==> config.mk <==
export PLATFORM = sky130hd
export DESIGN_NAME = fifo_page_replacement_pinned
export DESIGN_NICKNAME = d
export VERILOG_FILES = /design/src/rtl/fpr_pkg.sv /design/src/rtl/fpr_ctrl.sv /design/src/rtl/fpr_dp.sv /design/src/rtl/fifo_page_replacement_pinned.sv
export VERILOG_INCLUDE_DIRS = /design/src /design/src/rtl
export SDC_FILE = /design/constraint.sdc
export NUM_CORES = 1
export LEC_CHECK = 0
export BUFFER_PORTS_ARGS = -buffer_cell sky130_fd_sc_hd__buf_2
export CORE_MARGIN = 2
export CORE_UTILIZATION = 61
export CTS_BUF_LIST = sky130_fd_sc_hd__clkbuf_16
export CTS_CLUSTER_SIZE = 30
export DETAILED_ROUTE_END_ITERATION = 10
export PLACE_DENSITY = 0.79
export SETUP_SLACK_MARGIN = 0.2
export SYNTH_ARGS = -nofsm -noshare
export SYNTH_HDL_FRONTEND = slang
export SYNTH_SLANG_ARGS = --single-unit
==> constraint.sdc <==
create_clock -name clk -period 5.8 [get_ports clk]
set_clock_uncertainty 0.1 [all_clocks]
set_input_delay 0.29 -clock clk [delete_from_list [all_inputs] [get_ports clk]]
set_output_delay 0.29 -clock clk [all_outputs]
set_load 0.05 [all_outputs]
==> src/rtl/fifo_page_replacement_pinned_macros.svh <==
// Assertion macros for the FIFO page-replacement store.
// Used by the top level only; expects clk and arst_n in scope.
`ifndef FIFO_PAGE_REPLACEMENT_PINNED_MACROS_SVH
`define FIFO_PAGE_REPLACEMENT_PINNED_MACROS_SVH
`ifndef SYNTH
// same-cycle implication
`define FPR_ASSERT_NOW(lbl, ante, cons, msg) \
	lbl: assert property (@(posedge clk) disable iff (!arst_n) (ante) |-> (cons)) \
		else $error(msg);
// next-cycle implication
`define FPR_ASSERT_NEXT(lbl, ante, cons, msg) \
	lbl: assert property (@(posedge clk) disable iff (!arst_n) (ante) |=> (cons)) \
		else $error(msg);
`else
`define FPR_ASSERT_NOW(lbl, ante, cons, msg)
`define FPR_ASSERT_NEXT(lbl, ante, cons, msg)
`endif
`endif

==> src/rtl/fpr_pkg.sv <==
// Shared types and constants for the FIFO page-replacement store.
// No dependencies.
package fpr_pkg;

	localparam int CAPACITY_DEF = 8;
	localparam int PAGE_W       = 64;
	localparam int ACT_W        = 3;
	localparam int SIDX_W       = 3;
	localparam int FIDX_W       = 3;

	// action codes; 5..7 are unused and fail
	typedef enum logic [ACT_W-1:0] {
		ACT_PUSH   = 3'd0,
		ACT_POP    = 3'd1,
		ACT_FIND   = 3'd2,
		ACT_SETPIN = 3'd3,
		ACT_CLEAR  = 3'd4
	} action_t;

	// input word
	typedef struct packed {
		logic [ACT_W-1:0]  action;
		logic [PAGE_W-1:0] page;
		logic [SIDX_W-1:0] start_index;
		logic              pin_value;
	} req_t;

	// result word
	typedef struct packed {
		logic              status;
		logic [PAGE_W-1:0] out_page;
		logic              evicted;
		logic [FIDX_W-1:0] found_index;
	} rsp_t;

	// controller states
	typedef enum logic [3:0] {
		S_IDLE,
		S_MOD,
		S_SEARCH,
		S_TAKE,
		S_GRAB,
		S_MOVE,
		S_PUSH,
		S_SCAN,
		S_CLEAR,
		S_FIN
	} state_t;

	// controller -> datapath commands
	typedef struct packed {
		logic load;
		logic mod_step;
		logic search_step;
		logic take;
		logic grab;
		logic move;
		logic push_wr;
		logic scan;
		logic clear;
		logic fin;
		logic ok;
	} ctl_t;

	// datapath -> controller status
	typedef struct packed {
		logic cnt_zero;
		logic cnt_full;
		logic pos_ge_cnt;
		logic pin_at_pos;
		logic search_last;
		logic more;
		logic scan_end;
		logic match;
		logic any;
	} st_t;

endpackage

==> src/rtl/fpr_ctrl.sv <==
// Sequencer for the FIFO page-replacement store.
// Depends on fpr_pkg; drives fpr_dp through ctl_t and reads st_t.
module fpr_ctrl (
	input  logic                   clk,
	input  logic                   arst_n,
	input  logic                   start,
	input  logic [fpr_pkg::ACT_W-1:0] action,
	output logic                   busy,
	output logic                   done,
	output fpr_pkg::ctl_t          ctl,
	input  fpr_pkg::st_t           st
);
	import fpr_pkg::*;

	state_t           state_q, state_d;
	logic [ACT_W-1:0] act_q;
	logic             ok_q, ok_d;
	logic             done_q;

	// state and flags
	always_ff @(posedge clk or negedge arst_n) begin
		if (!arst_n) begin
			state_q <= S_IDLE;
			act_q   <= ACT_PUSH;
			ok_q    <= 1'b0;
			done_q  <= 1'b0;
		end else begin
			state_q <= state_d;
			ok_q    <= ok_d;
			done_q  <= ctl.fin;
			if (ctl.load) begin
				act_q <= action;
			end
		end
	end

	// next state and commands
	always_comb begin
		state_d = state_q;
		ok_d    = ok_q;
		ctl     = '0;
		case (state_q)
			S_IDLE: begin
				if (start) begin
					ctl.load = 1'b1;
					case (action)
						ACT_PUSH: state_d = st.cnt_full ? S_MOD : S_PUSH;
						ACT_POP: begin
							if (st.cnt_zero) begin
								ok_d    = 1'b0;
								state_d = S_FIN;
							end else begin
								state_d = S_MOD;
							end
						end
						ACT_FIND:   state_d = S_SCAN;
						ACT_SETPIN: state_d = S_SCAN;
						ACT_CLEAR:  state_d = S_CLEAR;
						default: begin
							ok_d    = 1'b0;
							state_d = S_FIN;
						end
					endcase
				end
			end
			// reduce start position below the count
			S_MOD: begin
				if (st.pos_ge_cnt) begin
					ctl.mod_step = 1'b1;
				end else begin
					state_d = S_SEARCH;
				end
			end
			// circular walk for an unpinned entry
			S_SEARCH: begin
				if (!st.pin_at_pos) begin
					state_d = S_TAKE;
				end else if (st.search_last) begin
					ok_d    = 1'b0;
					state_d = S_FIN;
				end else begin
					ctl.search_step = 1'b1;
				end
			end
			S_TAKE: begin
				ctl.take = 1'b1;
				state_d  = S_GRAB;
			end
			S_GRAB: begin
				ctl.grab = 1'b1;
				if (st.more) begin
					state_d = S_MOVE;
				end else if (act_q == ACT_PUSH) begin
					state_d = S_PUSH;
				end else begin
					ok_d    = 1'b1;
					state_d = S_FIN;
				end
			end
			// shift later entries down one per cycle
			S_MOVE: begin
				ctl.move = 1'b1;
				if (!st.more) begin
					if (act_q == ACT_PUSH) begin
						state_d = S_PUSH;
					end else begin
						ok_d    = 1'b1;
						state_d = S_FIN;
					end
				end
			end
			S_PUSH: begin
				ctl.push_wr = 1'b1;
				ok_d        = 1'b1;
				state_d     = S_FIN;
			end
			// compare stored pages one per cycle
			S_SCAN: begin
				ctl.scan = 1'b1;
				if (st.match && act_q == ACT_FIND) begin
					ok_d    = 1'b1;
					state_d = S_FIN;
				end else if (st.scan_end) begin
					ok_d    = (act_q == ACT_SETPIN) && st.any;
					state_d = S_FIN;
				end
			end
			S_CLEAR: begin
				ctl.clear = 1'b1;
				ok_d      = 1'b1;
				state_d   = S_FIN;
			end
			S_FIN: begin
				ctl.fin = 1'b1;
				ctl.ok  = ok_q;
				state_d = S_IDLE;
			end
			default: state_d = S_IDLE;
		endcase
	end

	assign busy = (state_q != S_IDLE);
	assign done = done_q;

endmodule

==> src/rtl/fpr_dp.sv <==
// Datapath for the FIFO page-replacement store: entry RAM, pinned marks,
// count and walk pointers. Depends on fpr_pkg; commanded by fpr_ctrl.
module fpr_dp #(
	parameter int CAPACITY = fpr_pkg::CAPACITY_DEF
) (
	input  logic          clk,
	input  logic          arst_n,
	input  fpr_pkg::req_t req,
	input  fpr_pkg::ctl_t ctl,
	output fpr_pkg::st_t  st,
	output fpr_pkg::rsp_t rsp
);
	import fpr_pkg::*;

	localparam int IW = (CAPACITY > 1) ? $clog2(CAPACITY) : 1;
	localparam int CW = $clog2(CAPACITY + 1);
	localparam int PW = (CW > SIDX_W) ? CW : SIDX_W;

	// entry RAM
	logic [PAGE_W-1:0] mem [CAPACITY];

	req_t              req_q;
	logic [CW-1:0]     count_q;
	logic [CAPACITY-1:0] pins_q, pins_shift, pins_dn;
	logic [PW-1:0]     pos_q;
	logic [CW-1:0]     k_q, k_inc;
	logic [CW-1:0]     ptr_q;
	logic [CW:0]       ptr_inc, ptr_inc2;
	logic              any_q;
	logic              rd_vld_s1;
	logic [PAGE_W-1:0] rd_data_s1;
	logic [IW-1:0]     rd_idx_s1;
	logic [PAGE_W-1:0] opage_q;
	logic              ev_q;
	logic [FIDX_W-1:0] found_q;
	rsp_t              rsp_q;

	logic [PW-1:0]     cnt_ext;
	logic              ptr_lt, more, match;
	logic              rd_en, wr_en;
	logic [IW-1:0]     rd_addr, wr_addr;
	logic [PAGE_W-1:0] wr_data;

	// status toward the controller
	always_comb begin
		cnt_ext  = PW'(count_q);
		k_inc    = k_q + CW'(1);
		ptr_inc  = {1'b0, ptr_q} + (CW+1)'(1);
		ptr_inc2 = {1'b0, ptr_q} + (CW+1)'(2);
		ptr_lt   = (ptr_q < count_q);
		more     = (ptr_inc < {1'b0, count_q});
		match    = rd_vld_s1 && (rd_data_s1 == req_q.page);

		st.cnt_zero    = (count_q == '0);
		st.cnt_full    = (count_q == CW'(CAPACITY));
		st.pos_ge_cnt  = (pos_q >= cnt_ext);
		st.pin_at_pos  = pins_q[pos_q[IW-1:0]];
		st.search_last = (k_inc >= count_q);
		st.more        = more;
		st.scan_end    = !ptr_lt && !rd_vld_s1;
		st.match       = match;
		st.any         = any_q;
	end

	// RAM port selection
	always_comb begin
		rd_en   = 1'b0;
		rd_addr = '0;
		wr_en   = 1'b0;
		wr_addr = '0;
		wr_data = rd_data_s1;
		if (ctl.take) begin
			rd_en   = 1'b1;
			rd_addr = pos_q[IW-1:0];
		end else if (ctl.grab) begin
			rd_en   = more;
			rd_addr = ptr_inc[IW-1:0];
		end else if (ctl.move) begin
			rd_en   = more;
			rd_addr = ptr_inc2[IW-1:0];
			wr_en   = 1'b1;
			wr_addr = ptr_q[IW-1:0];
		end else if (ctl.scan) begin
			rd_en   = ptr_lt;
			rd_addr = ptr_q[IW-1:0];
		end
		if (ctl.push_wr) begin
			wr_en   = 1'b1;
			wr_addr = count_q[IW-1:0];
			wr_data = req_q.page;
		end
	end

	always_ff @(posedge clk) begin
		if (wr_en) begin
			mem[wr_addr] <= wr_data;
		end
		if (rd_en) begin
			rd_data_s1 <= mem[rd_addr];
		end
		if (ctl.scan) begin
			rd_idx_s1 <= ptr_q[IW-1:0];
		end
	end

	// marks with the removed position squeezed out
	always_comb begin
		pins_dn = pins_q >> 1;
		for (int i = 0; i < CAPACITY; i++) begin
			if (PW'(i) < pos_q) begin
				pins_shift[i] = pins_q[i];
			end else begin
				pins_shift[i] = pins_dn[i];
			end
		end
	end

	// control state: count, marks, read valid, match flag
	always_ff @(posedge clk or negedge arst_n) begin
		if (!arst_n) begin
			count_q   <= '0;
			pins_q    <= '0;
			rd_vld_s1 <= 1'b0;
			any_q     <= 1'b0;
		end else begin
			rd_vld_s1 <= ctl.scan && ptr_lt;
			if (ctl.load) begin
				any_q <= 1'b0;
			end else if (ctl.scan && match) begin
				any_q <= 1'b1;
			end
			if (ctl.clear) begin
				count_q <= '0;
				pins_q  <= '0;
			end else if (ctl.grab) begin
				count_q <= count_q - CW'(1);
				pins_q  <= pins_shift;
			end else if (ctl.push_wr) begin
				count_q                   <= count_q + CW'(1);
				pins_q[count_q[IW-1:0]]   <= req_q.pin_value;
			end else if (ctl.scan && match && req_q.action == ACT_SETPIN) begin
				pins_q[rd_idx_s1] <= req_q.pin_value;
			end
		end
	end

	// walk pointers and result fields
	always_ff @(posedge clk) begin
		if (ctl.load) begin
			req_q   <= req;
			pos_q   <= (req.action == ACT_PUSH) ? '0 : PW'(req.start_index);
			k_q     <= '0;
			ptr_q   <= '0;
			opage_q <= '0;
			ev_q    <= 1'b0;
			found_q <= '0;
		end else begin
			if (ctl.mod_step) begin
				pos_q <= pos_q - cnt_ext;
			end
			if (ctl.search_step) begin
				pos_q <= (pos_q + PW'(1) == cnt_ext) ? '0 : pos_q + PW'(1);
				k_q   <= k_inc;
			end
			if (ctl.take) begin
				ptr_q <= CW'(pos_q);
			end
			if (ctl.move || (ctl.scan && ptr_lt)) begin
				ptr_q <= ptr_inc[CW-1:0];
			end
			if (ctl.grab) begin
				opage_q <= rd_data_s1;
				ev_q    <= (req_q.action == ACT_PUSH);
			end
			if (ctl.scan && match && req_q.action == ACT_FIND) begin
				found_q <= FIDX_W'(rd_idx_s1);
			end
		end
		if (ctl.fin) begin
			rsp_q.status      <= !ctl.ok;
			rsp_q.out_page    <= opage_q;
			rsp_q.evicted     <= ev_q;
			rsp_q.found_index <= found_q;
		end
	end

	assign rsp = rsp_q;

endmodule

==> src/rtl/fifo_page_replacement_pinned.sv <==
// Top level of the FIFO page-replacement store with pinned entries; needs fpr_pkg,
// fpr_ctrl, fpr_dp and the assertion macro header.
// Sequencing: push without eviction writes the page and finishes; pop of an empty store
// and unknown actions go straight to the finish state with failure; find and set-pin scan
// the stored pages; pop and evicting push go through start reduction, pin search and one-entry shifts.
// One word at a time, next one taken in the done cycle; receiver cannot stall. Reset empties.
`include "fifo_page_replacement_pinned_macros.svh"
module fifo_page_replacement_pinned #(
	parameter int CAPACITY = fpr_pkg::CAPACITY_DEF
) (
	input  logic          clk,
	input  logic          arst_n,
	input  logic          start,
	output logic          busy,
	input  fpr_pkg::req_t cmd,
	output logic          done,
	output fpr_pkg::rsp_t result
);
	import fpr_pkg::*;

	ctl_t ctl;
	st_t  st;

	// sequencer
	fpr_ctrl u_ctrl (
		.clk    (clk),
		.arst_n (arst_n),
		.start  (start),
		.action (cmd.action),
		.busy   (busy),
		.done   (done),
		.ctl    (ctl),
		.st     (st)
	);

	// storage and walk logic
	fpr_dp #(
		.CAPACITY (CAPACITY)
	) u_dp (
		.clk    (clk),
		.arst_n (arst_n),
		.req    (cmd),
		.ctl    (ctl),
		.st     (st),
		.rsp    (result)
	);

	// checks
	`FPR_ASSERT_NEXT(a_accept_busy, start && !busy, busy, "accepted word did not start work")
	`FPR_ASSERT_NOW(a_done_idle, done, !busy, "result strobed while still busy")
	`FPR_ASSERT_NOW(a_evict_ok, done && result.evicted, !result.status && result.found_index == '0, "eviction reported with bad status")

endmodule
==> flow_summary.json <==
{
  "worst-r2r-setup-slack_ns": 1.22,
  "number_of_global_route_vias_before_repair": 19299,
  "synth_instances": 1973,
  "floorplan.core_area_mm2": 0.0527,
  "worst_path_dominant_cell_family": "compound AO/OA/AOI/OAI gates",
  "cts_post_setup_buffers_inserted": 0,
  "port_buffers": 144,
  "cts_buffers": 81,
  "launching_point_of_the_worst_reg2reg_path": "u_ctrl.state_q[3]$_DFFE_PN0P_",
  "critical_path_peak_fanout": 54,
  "grtUsageTotal": 0.294,
  "drv_cap": 0,
  "drt.antenna.violating_nets": 0,
  "timing_max_transition_violations_final": 0,
  "grt_antenna_before_repair": 1,
  "drtIter0Drc": 2528,
  "flip_flop_and_latch_count_after_synthesis": 819,
  "mostFrequentLayoutCell": "sky130_fd_sc_hd__edfxtp_1",
  "rsz0062_at_grt": "false",
  "timing.hold.worst.class": "input pin to asynchronous set/reset pin",
  "tritoncts": "done",
  "worst_pin_slew_ns": 1.26,
  "clock.fmax_mhz": 218,
  "power_per_cell_area_mw_per_mm2": 532,
  "gp_routability_congestion": 0.958,
  "p_leak_nw": 12.8,
  "nFillCells": 3067,
  "num-nets-final": 2305,
  "fp-row-count": 84,
  "cp.buffers_inverters": 1,
  "critical_path.slowest_cell": "sky130_fd_sc_hd__a22oi_1",
  "min_period_over_period": 0.789,
  "synth-async-reset-ratio": 0.0281,
  "wl_um": 81000,
  "synth_warnings": 0,
  "clock_tree.root_cell": "sky130_fd_sc_hd__clkbuf_16",
  "post_drt_via_cell_ratio": 6.42,
  "fin_cells": 2964,
  "post_synth_instance_area_mm2": 0.0325,
  "synth_ff_type": "sky130_fd_sc_hd__edfxtp_1",
  "critPathKind": "flop to flop",
  "result_of_the_run": "finished, final reports clean",
  "place.detailed.instances": 2741,
  "start_util": 0.618,
  "numClockSinks": 819,
  "drcViolationCount": 0,
  "route.vias.total": 19017,
  "synth-seq-area-share": 0.729,
  "critical_path_required_ns": 5.97,
  "grt_max_degree": 111,
  "die-area_mm2": 0.0552,
  "post-layout-total-power_mw": 20.0,
  "detail_route.first_pass.iterations": 6,
  "final_cell_mix": "720 x sky130_fd_sc_hd__edfxtp_1, 351 x sky130_fd_sc_hd__nand2_1, 144 x sky130_fd_sc_hd__buf_2, 130 x sky130_fd_sc_hd__mux4_2, 95 x sky130_fd_sc_hd__a21oi_1",
  "cp_cell_sequence": "nor3b_2, and2_2, a22oi_1, o21ai_0, nor2_4, buf_12",
  "fin_crit_ns": 4.58,
  "finalSetupTns_ns": 0,
  "total_count_of_hold_check_failures_in_the_final_report": 0,
  "timing.critical_path.to_type": "flop",
  "floorplan.io_pins": 145,
  "critPathLaunchType": "flop",
  "cp_data_arrival_time_ns": 4.75,
  "synth_cell_type_count": 75,
  "hpwlAfterDp_um": 45400,
  "layout-drive-gt1-share": 0.231,
  "cts-root-to-sink-buffers": 3,
  "syn_to_final_growth_pct": 15.2,
  "depth_of_the_most_critical_reg_to_reg_path": 6,
  "postCtsResizedCells": 0,
  "worst_stage_delay_on_the_critical_path_ns": 1.01,
  "die-height_um": 235,
  "htreeDepth": 3,
  "synth_area_per_cell_um2": 16.5,
  "post_dr_wirelength_cell_um": 27.3,
  "die_x_um": 235,
  "synth_fp_nets": 2070,
  "grt_pass1_wl_um": 121000,
  "synth_edf_count": 720,
  "clkLatencyLatePin_ns": 0.63,
  "max_slew_headroom_at_the_worst_pin": 0.155,
  "report.final.setup_viol": 0,
  "worst_ir_drop_vdd_mv": 0.366,
  "globalRoute.totalOverflow": 0,
  "cts.reportedPaths.clkPinSlew_ns": 0.07,
  "critical_path_depth": 6,
  "regToRegEndpoint": "u_dp.mem[0][62]$_DFFE_PP_"
}
==> logic make-up (layout without fill, tap and decap cells) <==
family | count (synthesis) | in the layout | share of synthesized area
compound gates | 200 | 200 | 0.0381
mux | 212 | 212 | 0.118
buf+inv | 120 | 422 | 0.0166
xor+xnor | 61 | 61 | 0.0164
fa+ha+maj | 23 | 23 | 0.00930
other cells | 0 | 1 | 0
simple gates | 538 | 538 | 0.0725
flops | 819 | 819 | 0.729
==> power by group <==
group / total (mW) / switching, mW / internal (mW)
Clock: 5.20 / 2.23 / 2.97
Combinational: 5.79 / 3.51 / 2.28
Sequential: 8.96 / 0.779 / 8.18
==> timing repair <==
| action | CTS | global route |
|---|---|---|
| endpoints found under the setup margin | 0 | 0 |
| hold buffers | 72 | 0 |
| endpoints found under the hold margin | 97 | 0 |
==> cell usage after synthesis, types with 4 or more instances <==
cell type	number	area share
sky130_fd_sc_hd__xor2_1	9	0.0024
sky130_fd_sc_hd__inv_1	26	0.0030
sky130_fd_sc_hd__dfxtp_1	76	0.047
sky130_fd_sc_hd__a21oi_1	95	0.015
sky130_fd_sc_hd__o21ai_0	33	0.0051
sky130_fd_sc_hd__xnor2_1	52	0.014
sky130_fd_sc_hd__mux2_2	72	0.025
sky130_fd_sc_hd__nand2_1	354	0.041
sky130_fd_sc_hd__buf_4	15	0.0035
sky130_fd_sc_hd__nand2b_1	34	0.0065
sky130_fd_sc_hd__nor2b_1	4	0.00077
sky130_fd_sc_hd__nand4_1	28	0.0054
sky130_fd_sc_hd__nor3_1	18	0.0028
sky130_fd_sc_hd__nand3_1	17	0.0026
sky130_fd_sc_hd__edfxtp_1	720	0.66
sky130_fd_sc_hd__ha_1	21	0.0081
sky130_fd_sc_hd__o221ai_1	5	0.0013
sky130_fd_sc_hd__o32a_1	4	0.0012
sky130_fd_sc_hd__buf_2	9	0.0014
sky130_fd_sc_hd__mux4_2	130	0.090
sky130_fd_sc_hd__dfrtp_1	23	0.018
sky130_fd_sc_hd__nor4_1	7	0.0013
sky130_fd_sc_hd__o22ai_1	10	0.0019
sky130_fd_sc_hd__buf_1	10	0.0012
sky130_fd_sc_hd__a21o_1	7	0.0016
sky130_fd_sc_hd__a31oi_1	6	0.0012
sky130_fd_sc_hd__clkbuf_1	54	0.0062
sky130_fd_sc_hd__nor2_1	52	0.0060
sky130_fd_sc_hd__mux2i_1	7	0.0022
sky130_fd_sc_hd__a211oi_1	5	0.0012
==> layer usage <==
layer | GRT usage | vias up | part of all wire
met5 | 0 | - | 0
met4 | 0.141 | 0 | 0.043
met3 | 0.0611 | 204 | 0.099
met2 | 0.471 | 1229 | 0.49
met1 | 0.392 | 9574 | 0.37
li1 | - | 8010 | -
==> flip-flops by register name (all words and copies together) (netlist names), 4 cells and up <==
register and flops:
u_dp.cnt_ext 4, u_dp.k_q 4, u_dp.rsp 69, u_dp.opage_q 64
u_dp.pos_q 4, u_dp.mem 512, u_dp.req_q 68, u_dp.rd_data_s1 64
u_ctrl.state_q 4, u_dp.pins_q 8, u_dp.ptr_q 4
==> through the flow <==
stage | hold WS [ns] | utilization | setup WS [ns] | cell area, um^2
floorplan | -0.106 | - | 0.811 | 32600
CTS | 0.103 | 0.712 | 1.31 | 37500
global placement | 0.220 | 0.648 | 1.53 | 34100
global route | 0.146 | 0.712 | 1.05 | 37500
detailed placement | 0.229 | 0.648 | 1.41 | 34100
finish | 0.107 | 0.712 | 1.22 | 37500
==> worst max-delay path by stage <==
| stage | from | end | slack, ns |
|---|---|---|---|
| 4_1_cts | u_ctrl.state_q[3]$_DFFE_PN0P_ | u_dp.mem[0][33]$_DFFE_PP_ | 1.31 |
| 2_1_floorplan | u_ctrl.state_q[0]$_DFFE_PN0P_ | u_dp.mem[0][0]$_DFFE_PP_ | 0.81 |
| 5_1_grt | u_ctrl.state_q[3]$_DFFE_PN0P_ | u_dp.mem[0][60]$_DFFE_PP_ | 1.05 |
| 3_5_place_dp | u_ctrl.state_q[3]$_DFFE_PN0P_ | u_dp.mem[0][41]$_DFFE_PP_ | 1.41 |
| 3_3_place_gp | u_ctrl.state_q[3]$_DFFE_PN0P_ | u_dp.mem[0][42]$_DFFE_PP_ | 1.53 |
| 6_report | u_ctrl.state_q[3]$_DFFE_PN0P_ | u_dp.mem[0][62]$_DFFE_PP_ | 1.22 |
==> cell type report <==
| cell class | instances | area (um^2) | area share |
|---|---|---|---|
| Antenna cell | 1 | 2.50 | 0.0000667 |
| Clock buffer | 85 | 2130 | 0.0567 |
| Tap cell | 688 | 861 | 0.0230 |
| Clock inverter | 65 | 497 | 0.0132 |
| Timing Repair Buffer | 244 | 1780 | 0.0474 |
| Sequential cell | 819 | 23700 | 0.633 |
| Multi-Input combinational cell | 1034 | 8400 | 0.224 |
| Inverter | 28 | 110 | 0.00294 |
==> worst register-to-register path, stage by stage (launching register included) <==
cell                      delay [ns]
sky130_fd_sc_hd__dfrtp_1        0.75
sky130_fd_sc_hd__nor3b_2        0.25
sky130_fd_sc_hd__and2_2         0.56
sky130_fd_sc_hd__a22oi_1        1.02
sky130_fd_sc_hd__o21ai_0        0.55
sky130_fd_sc_hd__nor2_4         0.52
sky130_fd_sc_hd__buf_12         0.41
Power figures use the tool's default switching activity.
